[src/sv/generational_slot_allocator_core_macros.svh]
// Assertion macros shared by the slot allocator modules.
// No dependencies; expects signals clk and arst_n in the including module.
`ifndef GENERATIONAL_SLOT_ALLOCATOR_CORE_MACROS_SVH
`define GENERATIONAL_SLOT_ALLOCATOR_CORE_MACROS_SVH

`ifndef NO_ASSERTIONS

// Condition holds at every edge outside reset
`define GSA_ASSERT(label, cond) \
	label: assert property (@(posedge clk) disable iff (!arst_n) (cond)) \
		else $error("gsa assertion failed");

// Consequent holds in the same cycle as the antecedent
`define GSA_ASSERT_IMP(label, ante, cons) \
	label: assert property (@(posedge clk) disable iff (!arst_n) (ante) |-> (cons)) \
		else $error("gsa assertion failed");

// Consequent holds in the cycle after the antecedent
`define GSA_ASSERT_NXT(label, ante, cons) \
	label: assert property (@(posedge clk) disable iff (!arst_n) (ante) |=> (cons)) \
		else $error("gsa assertion failed");

`else

`define GSA_ASSERT(label, cond)
`define GSA_ASSERT_IMP(label, ante, cons)
`define GSA_ASSERT_NXT(label, ante, cons)

`endif

`endif

[src/sv/gsa_pkg.sv]
// Shared constants and types for the generational slot allocator.
// No dependencies; imported by every module of the block.
package gsa_pkg;

	// Pool size and field widths
	localparam int unsigned SLOTS   = 64;
	localparam int unsigned IDX_W   = (SLOTS > 1) ? $clog2(SLOTS) : 1;
	localparam int unsigned CNT_W   = $clog2(SLOTS + 1);
	localparam int unsigned INDEX_W = 12;
	localparam int unsigned GEN_W   = 32;

	// Request modes
	typedef logic [1:0] mode_t;
	localparam mode_t MODE_ACQUIRE = 2'd0;
	localparam mode_t MODE_RELEASE = 2'd1;
	localparam mode_t MODE_CHECK   = 2'd2;

	// Result status codes
	typedef logic [1:0] status_t;
	localparam status_t STAT_OK    = 2'd0;
	localparam status_t STAT_FULL  = 2'd1;
	localparam status_t STAT_RANGE = 2'd2;
	localparam status_t STAT_STALE = 2'd3;

	// Slot state codes
	typedef logic [1:0] slot_state_t;
	localparam slot_state_t ST_FREE = 2'd0;
	localparam slot_state_t ST_LIVE = 2'd1;
	localparam slot_state_t ST_TEST = 2'd2;

	// One slot table record
	typedef struct packed {
		slot_state_t        state;
		logic [GEN_W-1:0]   gen;
	} slot_rec_t;

	// Slot table write
	typedef struct packed {
		logic               en;
		logic [IDX_W-1:0]   addr;
		slot_rec_t          rec;
	} slot_wr_t;

	// Free stack entry: index with the generation it will be handed out at
	typedef struct packed {
		logic [IDX_W-1:0]   idx;
		logic [GEN_W-1:0]   gen;
	} stk_entry_t;

	// Free stack update for the committing request
	typedef struct packed {
		logic               push;
		logic               pop;
		stk_entry_t         entry;
	} stk_op_t;

	// Request held in the input stage
	typedef struct packed {
		mode_t              mode;
		logic               kind;
		logic [INDEX_W-1:0] index;
		logic [GEN_W-1:0]   gen;
	} req_t;

endpackage

[src/sv/gsa_slot_table.sv]
// Per-slot state and generation memory with registered read and write bypass.
// Depends on gsa_pkg. Entries never written read as free with generation zero.
module gsa_slot_table
	import gsa_pkg::*;
(
	input  logic             clk,
	input  logic             arst_n,
	input  logic             rd_en,
	input  logic [IDX_W-1:0] rd_addr,
	input  slot_wr_t         wr,
	output slot_rec_t        rd_rec
);

	slot_rec_t        mem [SLOTS];
	logic [SLOTS-1:0] vld_q;
	slot_rec_t        raw_s1;
	slot_rec_t        byp_s1;
	logic             vld_s1;
	logic             hit_s1;

	// Write committing record, read for the incoming request
	always_ff @(posedge clk) begin
		if (wr.en) begin
			mem[wr.addr] <= wr.rec;
		end
		if (rd_en) begin
			raw_s1 <= mem[rd_addr];
			byp_s1 <= wr.rec;
		end
	end

	// Mark written entries valid; capture bypass and valid flags on read
	always_ff @(posedge clk or negedge arst_n) begin
		if (!arst_n) begin
			vld_q  <= '0;
			vld_s1 <= 1'b0;
			hit_s1 <= 1'b0;
		end else begin
			if (wr.en) begin
				vld_q[wr.addr] <= 1'b1;
			end
			if (rd_en) begin
				vld_s1 <= vld_q[rd_addr];
				hit_s1 <= wr.en && (wr.addr == rd_addr);
			end
		end
	end

	// Resolve bypass, then reset value for untouched entries
	always_comb begin
		if (hit_s1) begin
			rd_rec = byp_s1;
		end else if (vld_s1) begin
			rd_rec = raw_s1;
		end else begin
			rd_rec.state = ST_FREE;
			rd_rec.gen   = '0;
		end
	end

endmodule

[config.mk]
export PLATFORM = sky130hd
export DESIGN_NAME = gsa_slot_table
export DESIGN_NICKNAME = d
export VERILOG_FILES = /design/src/sv/generational_slot_allocator_core_macros.svh /design/src/sv/gsa_pkg.sv /design/src/sv/gsa_slot_table.sv
export SDC_FILE = /design/constraint.sdc
export NUM_CORES = 2
export LEC_CHECK = 0
export ABC_AREA = 1
export BUFFER_PORTS_ARGS = -buffer_cell sky130_fd_sc_hd__buf_2
export CELL_PAD_IN_SITES_DETAIL_PLACEMENT = 1
export CELL_PAD_IN_SITES_GLOBAL_PLACEMENT = 2
export CORE_AREA = 2 2 451 453
export CTS_BUF_LIST = sky130_fd_sc_hd__clkbuf_4 sky130_fd_sc_hd__clkbuf_8
export DETAILED_ROUTE_END_ITERATION = 6
export DIE_AREA = 0 0 453 455
export PLACE_DENSITY_LB_ADDON = 0.1
export SKIP_LAST_GASP = 1
export SYNTH_ARGS = -nofsm -noshare
export SYNTH_HDL_FRONTEND = slang
export SYNTH_SLANG_ARGS = --single-unit
[constraint.sdc]
create_clock -name clk -period 1.78 [get_ports clk]
set_input_delay 0.534 -clock clk [delete_from_list [all_inputs] [get_ports clk]]
set_output_delay 0.534 -clock clk [all_outputs]
set_load 0.1 [all_outputs]
# --- Word-level counts from Yosys, hierarchy flattened ---
# Memory sizes are Yosys's and may differ from the RTL's. A register that Yosys moved wholly into a read port is not among the register bits.
# Index checks and enable logic that the tools add are counted.
word_totals:
  register_bits: 100
  ramBits: 2176
  in_bits: 50
  out_inout_bits: 34
  elab_cells: 21
  mem_count: 1
memory_table:
  columns: ["name", "words", "width", "rd", "rd_clocked_by_memory_dff", "write_ports", "line", "rtl"]
  rows:
  - ["mem", 64, 34, 1, 1, 1, "gsa_slot_table.sv:14", "slot_rec_t mem [SLOTS];"]
op_classes:
  n_lt_le_gt_ge: 3
  n_eq_ne: 1
  n_mux: 8
  bitwise: 1
  n_reduce_logical: 2
ops:
  columns: ["cell", "count"]
  rows:
  - ["2-to-1 mux 34 bit", 2]
  - ["bitwise OR 64 bit", 1]
  - ["less-than comparator 6 x 7 -> 1 bit (second input constant)", 2]
  - ["binary-select mux 1 bit (select 6 bit)", 1]
  - ["demux 1 bit (select 6 bit)", 1]
  - ["equality test 6 bit", 1]
  - [">= comparator 6 x 1 -> 1 bit (second input constant)", 1]
  - ["2-to-1 mux 1 bit", 4]
  - ["logical AND 1 bit", 2]

# --- Depth between registers and ports, before layout ---
depth:
  word_depth: 5
  ltp_mapped: 13
  depth_no_buf: 9

# --- Worst setup path before layout ---
# No wires, ideal clock.
synth_path:
  kind: "in2reg"
  from: "in wr[35] in the netlist's numbering"
  to: "mem mem[50][0] in the netlist's numbering, enable pin"
  setup_time_ns: 0.516
  arrival_time_ns: 4.426
  path_slack_ns: -3.161
  cell_stages: 4
  path_buffers: 2
  path_cell_list: "clkbuf_1 -> inv_1 -> buf_2 -> nor4_1"
synth_rtl:
  columns: ["element", "line", "rtl"]
  rows:
  - ["from (decl)", "gsa_slot_table.sv:10", "input slot_wr_t wr,"]
  - ["to (decl)", "gsa_slot_table.sv:14", null]
# No word-level cell before the write port.

==> out/metrics.yaml <==
status: "finished with violations"
violations: "setup timing"
post-dp-hpwl_um: 199000
ant_nets: 0
area_growth_pct: 22.8
fin_crit_ns: 2.95
cts_tree: "built"
ys_ff_latch: 2310
grt_pass1_vias: 67900
pwr_density_cell_mw_per_mm2: 1040
dieWidth_um: 453
die_area_mm2: 0.206
gp_congestion: 0.844
critPathBufInv: 3
drt_first_iter_violations: 5749
final_common_cell: "edfxtp_1"
final_cell_mix: "edfxtp_1 (2244), nand2_1 (1941), nand3_1 (1620)"
arrival_ns: 2.42
drive_above_1_share_pct: 19.7
dp_cells: 10500
grt_use_total_pct: 30.7
ir_drop_mv: 0.692
setup_ws_ns: -1.17
crit_path_end_kind: "output port"
yosys_warnings: 0
crit_path_cell_trace: "buf_12 > buf_12 > nand3_1 > nand2_4 > buf_12"
final_cell_area_mm2: 0.113
vias_per_cell: 5.75
worstMarginPinSlew_ns: 1.28
grt_first_pass_wirelength_um: 462000
cts.sinks: 2310
synth_top_area_share_pct: 73.1
cp_max_fo: 8
path_clk_slew_ns: 0.06
syn_area_per_cell_um2: 12.3
dr_total_vias: 64800
final_hold_viol_count: 0
gr-total-overflow: 0
finalSetupViolations: 40
slew_violations: 0
worst_hold_path_type: "primary input to flip-flop"
clk_latency_ns: 1.11
netlist_area_mm2: 0.0922
core-area_mm2: 0.201
cts_buffer_depth: 4
grt_max_degree: 66
critPathRequiredTime_ns: 1.25
final_cells: 11300
ioPinCount: 84
drv_cap: 0
io_buffers: 83
netlist_instances: 7484
placed_cell_area_mm2: 0.105
relSlewSlack_pct: 14.8
cp_slowest_cell: "dfrtp_2"
syn_nets: 7534
max_freq_mhz: 339
crit_top_cell: "buf_12"
cts_buffers: 399
fp.dieH_um: 455
drt_wl_total_um: 317000
p_leak_nw: 41.0
synth_top_area_cell: "edfxtp_1"
antenna_found_initial: 6
rows: 165
min_period_over_period_pct: 166
nFillCells: 20200
initial_core_util_pct: 45.8
path_class: "flip-flop to output port"
dr.pass1.iters: 5
fin_skew_ns: 0.0805
cts_root_buf: "clkbuf_8"
path_delay_family: "buffers and inverters"
critPathLaunchType: "flip-flop"
routedWlPerCell_um: 28.1
rsz0062_at_grt: "true"
nNetsFinal: 8348
yosys-top-cells-area: "edfxtp_1 (73%), nand3_1 (9.0%), nand2_1 (8.0%)"
synth.distinct_cells: 26
slowest_delay_ns: 0.50
ys_seq_area_share_pct: 74.9
drc_errors: 0
h-tree-depth: 5
-- worst register-to-register path: stages, from the launching register on --
cell      delay (ns)
edfxtp_1        0.35
o21ai_0         0.17
o22ai_1         0.11
nand2_1         0.08
nand3_1         0.12
nand3_1         0.18
nand2_1         0.14
nand2_1         0.25
nand2_1         0.09
-- state kept, by name (all words and copies together), names as in the netlist --
name / cells
hit_s1: 1
byp_s1: 34
raw_s1: 34
vld_q: 64
vld_s1: 1
mem: 2176
-- cell usage after synthesis --
master	n
xor2_1	1
nand3_1	1652
buf_2	172
inv_2	3
o211ai_1	1
inv_1	76
clkbuf_1	157
nor3_1	5
o21ai_1	13
nor4_1	8
nor2_1	328
buf_1	84
or2_2	64
a221oi_1	3
a21oi_1	69
nand4_1	4
buf_8	1
edfxtp_1	2244
o21ai_0	328
nand2_1	1975
buf_4	80
o22ai_1	137
inv_4	1
dfrtp_1	66
clkinv_1	2
buf_6	10
-- metal layers --
metal	track usage (%)	vias to the layer above	part of all wire (%)
li1	-	28600	-
met1	40.6	33600	41
met2	51.9	2120	50
met3	4.12	516	5.7
met4	11.4	0	3.6
met5	0	-	0
-- cells by family after synthesis --
kind of cell	count (synthesis)	synth area share, %
xor+xnor	1	0.00950
compound gates	551	3.19
buf+inv	586	3.04
simple gates	4036	18.9
flops	2310	74.9
-- timing repair --
action / 4_1_cts / 5_1_grt
cloned: 3 / 1
pin swaps: 14 / 19
hold buffers: 30 / 0
setup endpoints to repair: 36 / 37
gates resized for setup: 106 / 19
endpoints found under the hold margin: 1384 / 0
setup buffers: 6 / 6
-- power breakdown --
group	switching, W	internal (W)	total (W)
Clock	0.0217	0.0253	0.0469
Combinational	0.00683	0.00355	0.0104
Sequential	0.000364	0.0605	0.0608
Total	0.0289	0.0893	0.118
-- stage by stage --
| stage | util [%] | TNS [ns] | setup WS (ns) | power, W | hold WS, ns |
|---|---|---|---|---|---|
| floorplan | - | -2634.13 | -1.32 | 0.0664 | 0.238 |
| global placement | 52.0 | -841.30 | -1.11 | 0.0718 | 0.450 |
| detailed placement | 52.0 | -887.58 | -1.09 | 0.0721 | 0.455 |
| CTS | 56.2 | -40.50 | -1.24 | 0.119 | 0.0243 |
| global route | 56.2 | -39.54 | -1.22 | 0.122 | 0.0879 |
| finish | 56.2 | -37.75 | -1.17 | 0.118 | 0.112 |
-- path summary, 6_finish.rpt --
path / slack, ns / endpoint / startpoint / cells past startpoint
max reg2reg: 0.06 / raw_s1[21] / mem[41][21] / 8
min: 0.11 / mem[60][31] / wr[31] / 2
max in group asynchronous: 0.98 / vld_q[49] / arst_n / 4
min reg2reg: 0.46 / vld_q[52] / vld_q[52] / 1
max: -1.17 / rd_rec[30] / vld_s1 / 5
min in group asynchronous: 0.53 / vld_q[1] / arst_n / 4
-- cell type report --
type	instances	area, um^2	area share, %
Sequential cell	2310	69000	61.0
Multi-Input combinational cell	4588	21400	18.9
Timing Repair Buffer	917	11500	10.2
Clock buffer	553	6810	6.02
Tap cell	2672	3340	2.95
Clock inverter	146	751	0.663
Inverter	82	354	0.313
Antenna cell	4	10.0	0.00884
Note: power is estimated with default switching activity, not from simulation.
