### src/sv/generational_slot_allocator_core_macros.svh
// Assertion macros shared by the slot allocator modules.
// No dependencies; expects signals clk and arst_n in the including module.
`ifndef GENERATIONAL_SLOT_ALLOCATOR_CORE_MACROS_SVH
`define GENERATIONAL_SLOT_ALLOCATOR_CORE_MACROS_SVH

`ifndef NO_ASSERTIONS

// Condition holds at every edge outside reset
`define GSA_ASSERT(label, cond) \
	label: assert property (@(posedge clk) disable iff (!arst_n) (cond)) \
		else $error("gsa assertion failed");

// Consequent holds in the same cycle as the antecedent
`define GSA_ASSERT_IMP(label, ante, cons) \
	label: assert property (@(posedge clk) disable iff (!arst_n) (ante) |-> (cons)) \
		else $error("gsa assertion failed");

// Consequent holds in the cycle after the antecedent
`define GSA_ASSERT_NXT(label, ante, cons) \
	label: assert property (@(posedge clk) disable iff (!arst_n) (ante) |=> (cons)) \
		else $error("gsa assertion failed");

`else

`define GSA_ASSERT(label, cond)
`define GSA_ASSERT_IMP(label, ante, cons)
`define GSA_ASSERT_NXT(label, ante, cons)

`endif

`endif

### src/sv/gsa_pkg.sv
// Shared constants and types for the generational slot allocator.
// No dependencies; imported by every module of the block.
package gsa_pkg;

	// Pool size and field widths
	localparam int unsigned SLOTS   = 64;
	localparam int unsigned IDX_W   = (SLOTS > 1) ? $clog2(SLOTS) : 1;
	localparam int unsigned CNT_W   = $clog2(SLOTS + 1);
	localparam int unsigned INDEX_W = 12;
	localparam int unsigned GEN_W   = 32;

	// Request modes
	typedef logic [1:0] mode_t;
	localparam mode_t MODE_ACQUIRE = 2'd0;
	localparam mode_t MODE_RELEASE = 2'd1;
	localparam mode_t MODE_CHECK   = 2'd2;

	// Result status codes
	typedef logic [1:0] status_t;
	localparam status_t STAT_OK    = 2'd0;
	localparam status_t STAT_FULL  = 2'd1;
	localparam status_t STAT_RANGE = 2'd2;
	localparam status_t STAT_STALE = 2'd3;

	// Slot state codes
	typedef logic [1:0] slot_state_t;
	localparam slot_state_t ST_FREE = 2'd0;
	localparam slot_state_t ST_LIVE = 2'd1;
	localparam slot_state_t ST_TEST = 2'd2;

	// One slot table record
	typedef struct packed {
		slot_state_t        state;
		logic [GEN_W-1:0]   gen;
	} slot_rec_t;

	// Slot table write
	typedef struct packed {
		logic               en;
		logic [IDX_W-1:0]   addr;
		slot_rec_t          rec;
	} slot_wr_t;

	// Free stack entry: index with the generation it will be handed out at
	typedef struct packed {
		logic [IDX_W-1:0]   idx;
		logic [GEN_W-1:0]   gen;
	} stk_entry_t;

	// Free stack update for the committing request
	typedef struct packed {
		logic               push;
		logic               pop;
		stk_entry_t         entry;
	} stk_op_t;

	// Request held in the input stage
	typedef struct packed {
		mode_t              mode;
		logic               kind;
		logic [INDEX_W-1:0] index;
		logic [GEN_W-1:0]   gen;
	} req_t;

endpackage

### src/sv/gsa_free_stack.sv
// Free index stack: memory of index/generation entries plus the fill count.
// Depends on gsa_pkg and the assertion macro header.
`include "generational_slot_allocator_core_macros.svh"

module gsa_free_stack
	import gsa_pkg::*;
(
	input  logic             clk,
	input  logic             arst_n,
	input  logic             rd_en,
	input  stk_op_t          op,
	output logic [CNT_W-1:0] count,
	output stk_entry_t       top
);

	stk_entry_t       mem [SLOTS];
	logic [SLOTS-1:0] vld_q;
	logic [CNT_W-1:0] count_q;
	logic [CNT_W-1:0] cnt_next;
	logic [CNT_W-1:0] raddr_full;
	logic [IDX_W-1:0] raddr;
	logic [IDX_W-1:0] waddr;
	logic             push_ok;
	stk_entry_t       raw_s1;
	stk_entry_t       byp_s1;
	logic [IDX_W-1:0] dflt_s1;
	logic             vld_s1;
	logic             hit_s1;

	// Drop a push into a full stack; read the top as it stands after this update
	assign push_ok    = op.push && (count_q < CNT_W'(SLOTS));
	assign cnt_next   = count_q + CNT_W'(push_ok) - CNT_W'(op.pop);
	assign raddr_full = cnt_next - CNT_W'(1);
	assign raddr      = raddr_full[IDX_W-1:0];
	assign waddr      = count_q[IDX_W-1:0];
	assign count      = count_q;

	// Push write and top read
	always_ff @(posedge clk) begin
		if (push_ok) begin
			mem[waddr] <= op.entry;
		end
		if (rd_en) begin
			raw_s1  <= mem[raddr];
			byp_s1  <= op.entry;
			dflt_s1 <= IDX_W'(SLOTS - 1) - raddr;
		end
	end

	// Count, entry valid bits and read flags
	always_ff @(posedge clk or negedge arst_n) begin
		if (!arst_n) begin
			count_q <= CNT_W'(SLOTS);
			vld_q   <= '0;
			vld_s1  <= 1'b0;
			hit_s1  <= 1'b0;
		end else begin
			count_q <= cnt_next;
			if (push_ok) begin
				vld_q[waddr] <= 1'b1;
			end
			if (rd_en) begin
				vld_s1 <= vld_q[raddr];
				hit_s1 <= push_ok && (waddr == raddr);
			end
		end
	end

	// Resolve bypass, then the reset contents for never-pushed entries
	always_comb begin
		if (hit_s1) begin
			top = byp_s1;
		end else if (vld_s1) begin
			top = raw_s1;
		end else begin
			top.idx = dflt_s1;
			top.gen = '0;
		end
	end

	`GSA_ASSERT(a_count_bound, count_q <= CNT_W'(SLOTS))
	`GSA_ASSERT_IMP(a_no_pop_empty, op.pop, count_q != '0)
	`GSA_ASSERT_NXT(a_push_counts, push_ok && !op.pop, count_q == $past(count_q) + CNT_W'(1))

endmodule

### config.mk
export PLATFORM = sky130hd
export DESIGN_NAME = gsa_free_stack
export DESIGN_NICKNAME = d
export VERILOG_FILES = /design/src/sv/gsa_pkg.sv /design/src/sv/gsa_free_stack.sv
export VERILOG_INCLUDE_DIRS = /design/src /design/src/sv
export SDC_FILE = /design/constraint.sdc
export NUM_CORES = 2
export LEC_CHECK = 0
export ABC_AREA = 0
export CAP_MARGIN = 20
export CORE_MARGIN = 5
export CORE_UTILIZATION = 55
export CTS_CLUSTER_SIZE = 28
export DETAILED_ROUTE_END_ITERATION = 10
export DONT_BUFFER_PORTS = 1
export PLACE_DENSITY_LB_ADDON = 0.1
export SLEW_MARGIN = 20
export SYNTH_ARGS = -nofsm -noshare
export SYNTH_HDL_FRONTEND = slang
export SYNTH_SLANG_ARGS = --single-unit
### constraint.sdc
create_clock -name clk -period 5.5 [get_ports clk]
set_input_delay 0.55 -clock clk [delete_from_list [all_inputs] [get_ports clk]]
set_output_delay 0.55 -clock clk [all_outputs]
set_load 0.02 [all_outputs]
# Word-level counts from Yosys, hierarchy flattened
# Memory sizes are Yosys's and may differ from the RTL's. A register that Yosys moved wholly into a read port is not among the register bits.
# Index checks and enable logic that the tools add are counted.
totals:
  ram_bits: 2432
  register_bits: 117
  n_memories: 1
  inputBits: 43
  elab_cells: 29
classes:
  n_mux: 8
  addsub: 4
  n_eq_ne: 1
  bitwise_logic: 1
  n_reduce_logical: 3
  order_cmp: 4
mem_list:
  columns: ["name", "depth", "word_bits", "read_ports", "rd_clocked_by_memory_dff", "wr", "line", "text"]
  rows:
  - ["mem", 64, 38, 1, 1, 1, "gsa_free_stack.sv:16", "stk_entry_t mem [SLOTS];"]
ops:
  columns: ["cell", "n"]
  rows:
  - ["$mux 38", 2]
  - ["$or 64x64->64", 1]
  - ["$lt 6x7->1 const B", 2]
  - ["$add 7x1->7", 1]
  - ["$lt 7x7->1 const B", 1]
  - ["$sub 7x1->7", 1]
  - ["$bmux 1 s6", 1]
  - ["$demux 1 s6", 1]
  - ["$eq 6x6->1", 1]
  - ["$ge 6x1->1 const B", 1]
  - ["$sub 6x1->6 const B", 1]
  - ["$sub 6x6->6 const A", 1]
  - ["$mux 1", 4]
  - ["$logic_and 1x1->1", 3]

# Longest topological paths before layout
logic_depth:
  ltp_word: 7
  mapped_depth: 20
  ltp_nobuf: 15

# Worst setup path before layout
# Ideal clock, no wire load.
synth_path:
  kind: "input port to flip-flop"
  start: "input op[39] (netlist name)"
  end: "register raw_s1[27] (netlist name)"
  arrival_ns: 4.200
  setup_ns: 0.279
  path_stages: 18
  setup_slack_ns: 1.021
  cell_sequence: "nand2b_1 > ha_1 > inv_1 > ha_1 > buf_4 > buf_2 > buf_2 > inv_1 > ha_1 > buf_2 > buf_2 > clkbuf_1 > clkbuf_1 > mux4_2 > nor2_1 > nor2_1 > o211ai_1 > a311oi_1"
synth_between:
  elab_chain_len: 4
synth_lines:
  columns: ["element", "line", "text"]
  rows:
  - ["start, declared", "gsa_free_stack.sv:11", "input stk_op_t op,"]
  - ["$logic_and 1x1->1", "gsa_free_stack.sv:31", "assign push_ok = op.push && (count_q < CNT_W'(SLOTS));"]
  - ["$add 7x1->7", "gsa_free_stack.sv:32", "assign cnt_next = count_q + CNT_W'(push_ok) - CNT_W'(op.pop);"]
  - ["$sub 7x1->7", "gsa_free_stack.sv:32", null]
  - ["via cnt_next[0]", "gsa_free_stack.sv:19", "logic [CNT_W-1:0] cnt_next;"]
  - ["$sub 6x1->6", "gsa_free_stack.sv:33", "assign raddr_full = cnt_next - CNT_W'(1);"]
# The timed path passes the listed nets, and every way through them passes these cells.
# A chain may end at the register's enable or synchronous reset.

# Worst setup path in the final report
layout_path:
  start: "register count_q[6], in the netlist count[6]"
  end: "register raw_s1[17] (netlist name)"
layout_between:
  elab_chain_len: 5
layout_lines:
  columns: ["element", "line", "text"]
  rows:
  - ["start, declared", "gsa_free_stack.sv:18", "logic [CNT_W-1:0] count_q;"]
  - ["start signal, assigned", "gsa_free_stack.sv:53", "count_q <= CNT_W'(SLOTS);"]
  - ["start signal, assigned", "gsa_free_stack.sv:58", "count_q <= cnt_next;"]
  - ["$lt 7x7->1", "gsa_free_stack.sv:31", null]
  - ["$logic_and 1x1->1", "gsa_free_stack.sv:31", null]
  - ["$add 7x1->7", "gsa_free_stack.sv:32", null]
  - ["$sub 7x1->7", "gsa_free_stack.sv:32", null]
  - ["via cnt_next[1]", "gsa_free_stack.sv:19", null]
  - ["$sub 6x1->6", "gsa_free_stack.sv:33", null]
# The timed path passes the listed nets, and every way through them passes these cells.

==> results by group <==
Timing
  – Fin crit period: 5090 ps
  – Clk_skew: 39.9 ps
  – Worst-margin pin slew: 1140 ps
  – Slew Viols, Final: 0
  – Period utilisation layout: 0.925
  – Slew HR: 0.242
  – Peak Freq: 197 MHz
  – Setup violations, final: 0
  – Hold slack: 32.1 ps
  – RSZ-0062 raised after global routing: no
  – Setup tns final: 0 ps
  – Final Hold Viols: 0

Min path
  – Worst hold path stage count: 1
  – Hold Path Sink: mem[0][4]
  – HP Start: op[4]
  – Hold/Removal Path Class: in2reg

Critical path
  – Reg-to-Reg End: raw_s1[17]
  – CP max FO: 73
  – Required @ worst endpoint: 6230 ps
  – Critical Path Sink Type: register
  – Setup Crit Path Kind: reg2reg
  – Startpoint Class: register
  – R2r startpoint: count[6]
  – Cells on worst reg2reg path: 15
  – R2R setup slack: 410 ps
  – Critical path arrival: 5810 ps

Floorplan
  – Starting Density: 0.551
  – # rows: 159
  – Die width: 443 um
  – Core area: 187000 sq um
  – I/O Pins: 88
  – Die H: 443 um
  – Die ar.: 197000 sq um

Yosys
  – Synth cell types: 52
  – Seq/Total Area, Yosys: 0.748
  – Cell area after synthesis: 103000 sq um
  – Mapped Avg Cell Area: 19.3 sq um
  – Post-synth EDFFs: 2514
  – Warnings from Yosys: 0
  – Most used DFF post-synth: edfxtp_1
  – Mapped Cells: 5358
  – Post-synth net total: 5416
  – Synth Register Bits: 2587
  – Top post-synthesis cells by area: edfxtp_1 (73%), mux4_2 (14%), nand2_1 (1.8%)
  – Largest area contributor in the netlist: edfxtp_1
  – Async set-reset flop share out of synthesis: 0.0282
  – Share of the synthesized area in the top cell type: 0.730

Placement
  – Hpwl dp: 160 mm
  – Buffers on Ports: 0
  – Placer Congestion: 0.836

Global route
  – First-pass GRT wire length: 408 mm
  – Overflow after GRT: 0
  – Initial antenna violation count: 17
  – Vias in the first global route: 54500
  – Pin count of the biggest net entering global routing: 156
  – GRT Resource Usage Total: 0.292

Drt
  – Total Wirelength: 286 mm
  – Vias per cell: 6.68
  – Post-route ant nets: 0
  – Initial drt markers: 7639
  – Via count: 55400
  – Mean routed wirelength per cell: 34.6 um
  – Drt pass-1 iters: 6
  – # DRC: 0

Run status
  – Outcome: complete, no violations

Clock network
  – CTS Buf Count: 284
  – Post-CTS Setup Bufs: 0
  – CTS sink cnt: 2587
  – Clk slew on worst S/H paths: 60 ps
  – Worst-skew pair later-pin latency: 920 ps
  – CTS max path bufs: 4
  – TritonCTS clock tree: built
  – H-tree depth: 5
  – Root Driver: clkbuf_16
  – CTS resizes: 0

Finish
  – Most frequent cells in the layout: edfxtp_1 (2514), mux4_2 (628), nand2_1 (490)
  – Layout area overhead: 14.0%
  – Post-layout util: 0.629
  – Final #Nets: 5639
  – Fill cells: 13000
  – Layout cells sized above 1: 0.246
  – Most common cell after layout, fill and taps aside: edfxtp_1

Run
  – Number of max-cap violations: 0
-- metal layers --
metal	global-route usage	routed length, um	vias to the layer above
li1	-	-	22400
met5	0	40	-
met3	0.0642	28500	480
met4	0.0967	10100	6
met1	0.433	116000	29400
met2	0.439	132000	3072
-- critical path, cell delays in order, from the launching register on --
cell and delay, ps:
dfstp_2 530, nand2b_1 170, ha_1 250, inv_1 90, ha_4 140, fa_1 480, inv_1 130, ha_4 290
and2_2 250, o21ai_4 100, xnor2_4 300, buf_12 450, mux2i_1 160, mux2i_1 540, o22ai_1 460, a311oi_1 400
-- synth_stat cells, drive strengths merged, types with 2 or more instances --
cell    count
edfxtp   2514
mux4      628
nand2     490
nor2      227
clkbuf    206
mux2i     164
a21oi     160
buf       139
nand3     116
o21ai      83
a31oi      78
dfrtp      72
or2        65
o22ai      43
and2       42
o211ai     42
a211oi     40
a211o      38
a32oi      38
a221oi     37
a311oi     37
a22o       33
inv        16
ha         14
xnor2      11
nand2b      4
nor3        4
xor2        4
mux2        3
and3        2
-- worst max path at each step --
stage                   from  slack, ps  depth (start not counted)         end
floorplan             op[39]       1020                         18  raw_s1[27]
global placement      op[39]        430                         15  raw_s1[17]
detailed placement    op[39]        380                         15  raw_s1[17]
CTS                 count[6]        360                         15  raw_s1[17]
global route        count[6]        150                         15  raw_s1[22]
finish              count[6]        410                         15  raw_s1[17]
-- registers in the layout, indices dropped and copies added, names as in the netlist --
name and cells:
vld_s1 1, hit_s1 1, byp_s1 38, raw_s1 38
dflt_s1 6, vld_q 64, count 7, mem 2432
-- layout make-up --
cell class	instances	area, sq um	area share
Timing Repair Buffer	282	3430	0.0291
Inverter	16	68.8	0.000584
Sequential cell	2587	77300	0.656
Clock buffer	361	7680	0.0652
Multi-Input combinational cell	2410	25100	0.213
Antenna cell	6	15.0	0.000127
Tap cell	2495	3120	0.0265
Clock inverter	129	1110	0.00942
-- what timing repair did --
| action | CTS | global route |
|---|---|---|
| endpoints found under the hold margin | 2627 | 0 |
| endpoints found under the setup margin | 0 | 0 |
| hold buffers | 62 | 0 |
-- cells by family after synthesis --
kind of cell | share of synthesized area
AOI/OAI and AO/OA | 0.0409
xor gates and xnor gates | 0.00207
adders and majority gates | 0.00189
buffers and inverters | 0.0149
DFF | 0.748
muxes | 0.153
and+or+nand+nor | 0.0390
-- stage by stage --
stage | instances | setup WS [ps] | area [sq um]
floorplan | 5358 | 1020 | 103000
global placement | 7723 | 427 | 108000
detailed placement | 7727 | 382 | 108000
CTS | 8279 | 362 | 118000
global route | 8280 | 149 | 118000
finish | 8286 | 411 | 118000
Power is not shown: default switching activity piles up to over one toggle a cycle in this logic, so the estimate is an artifact.
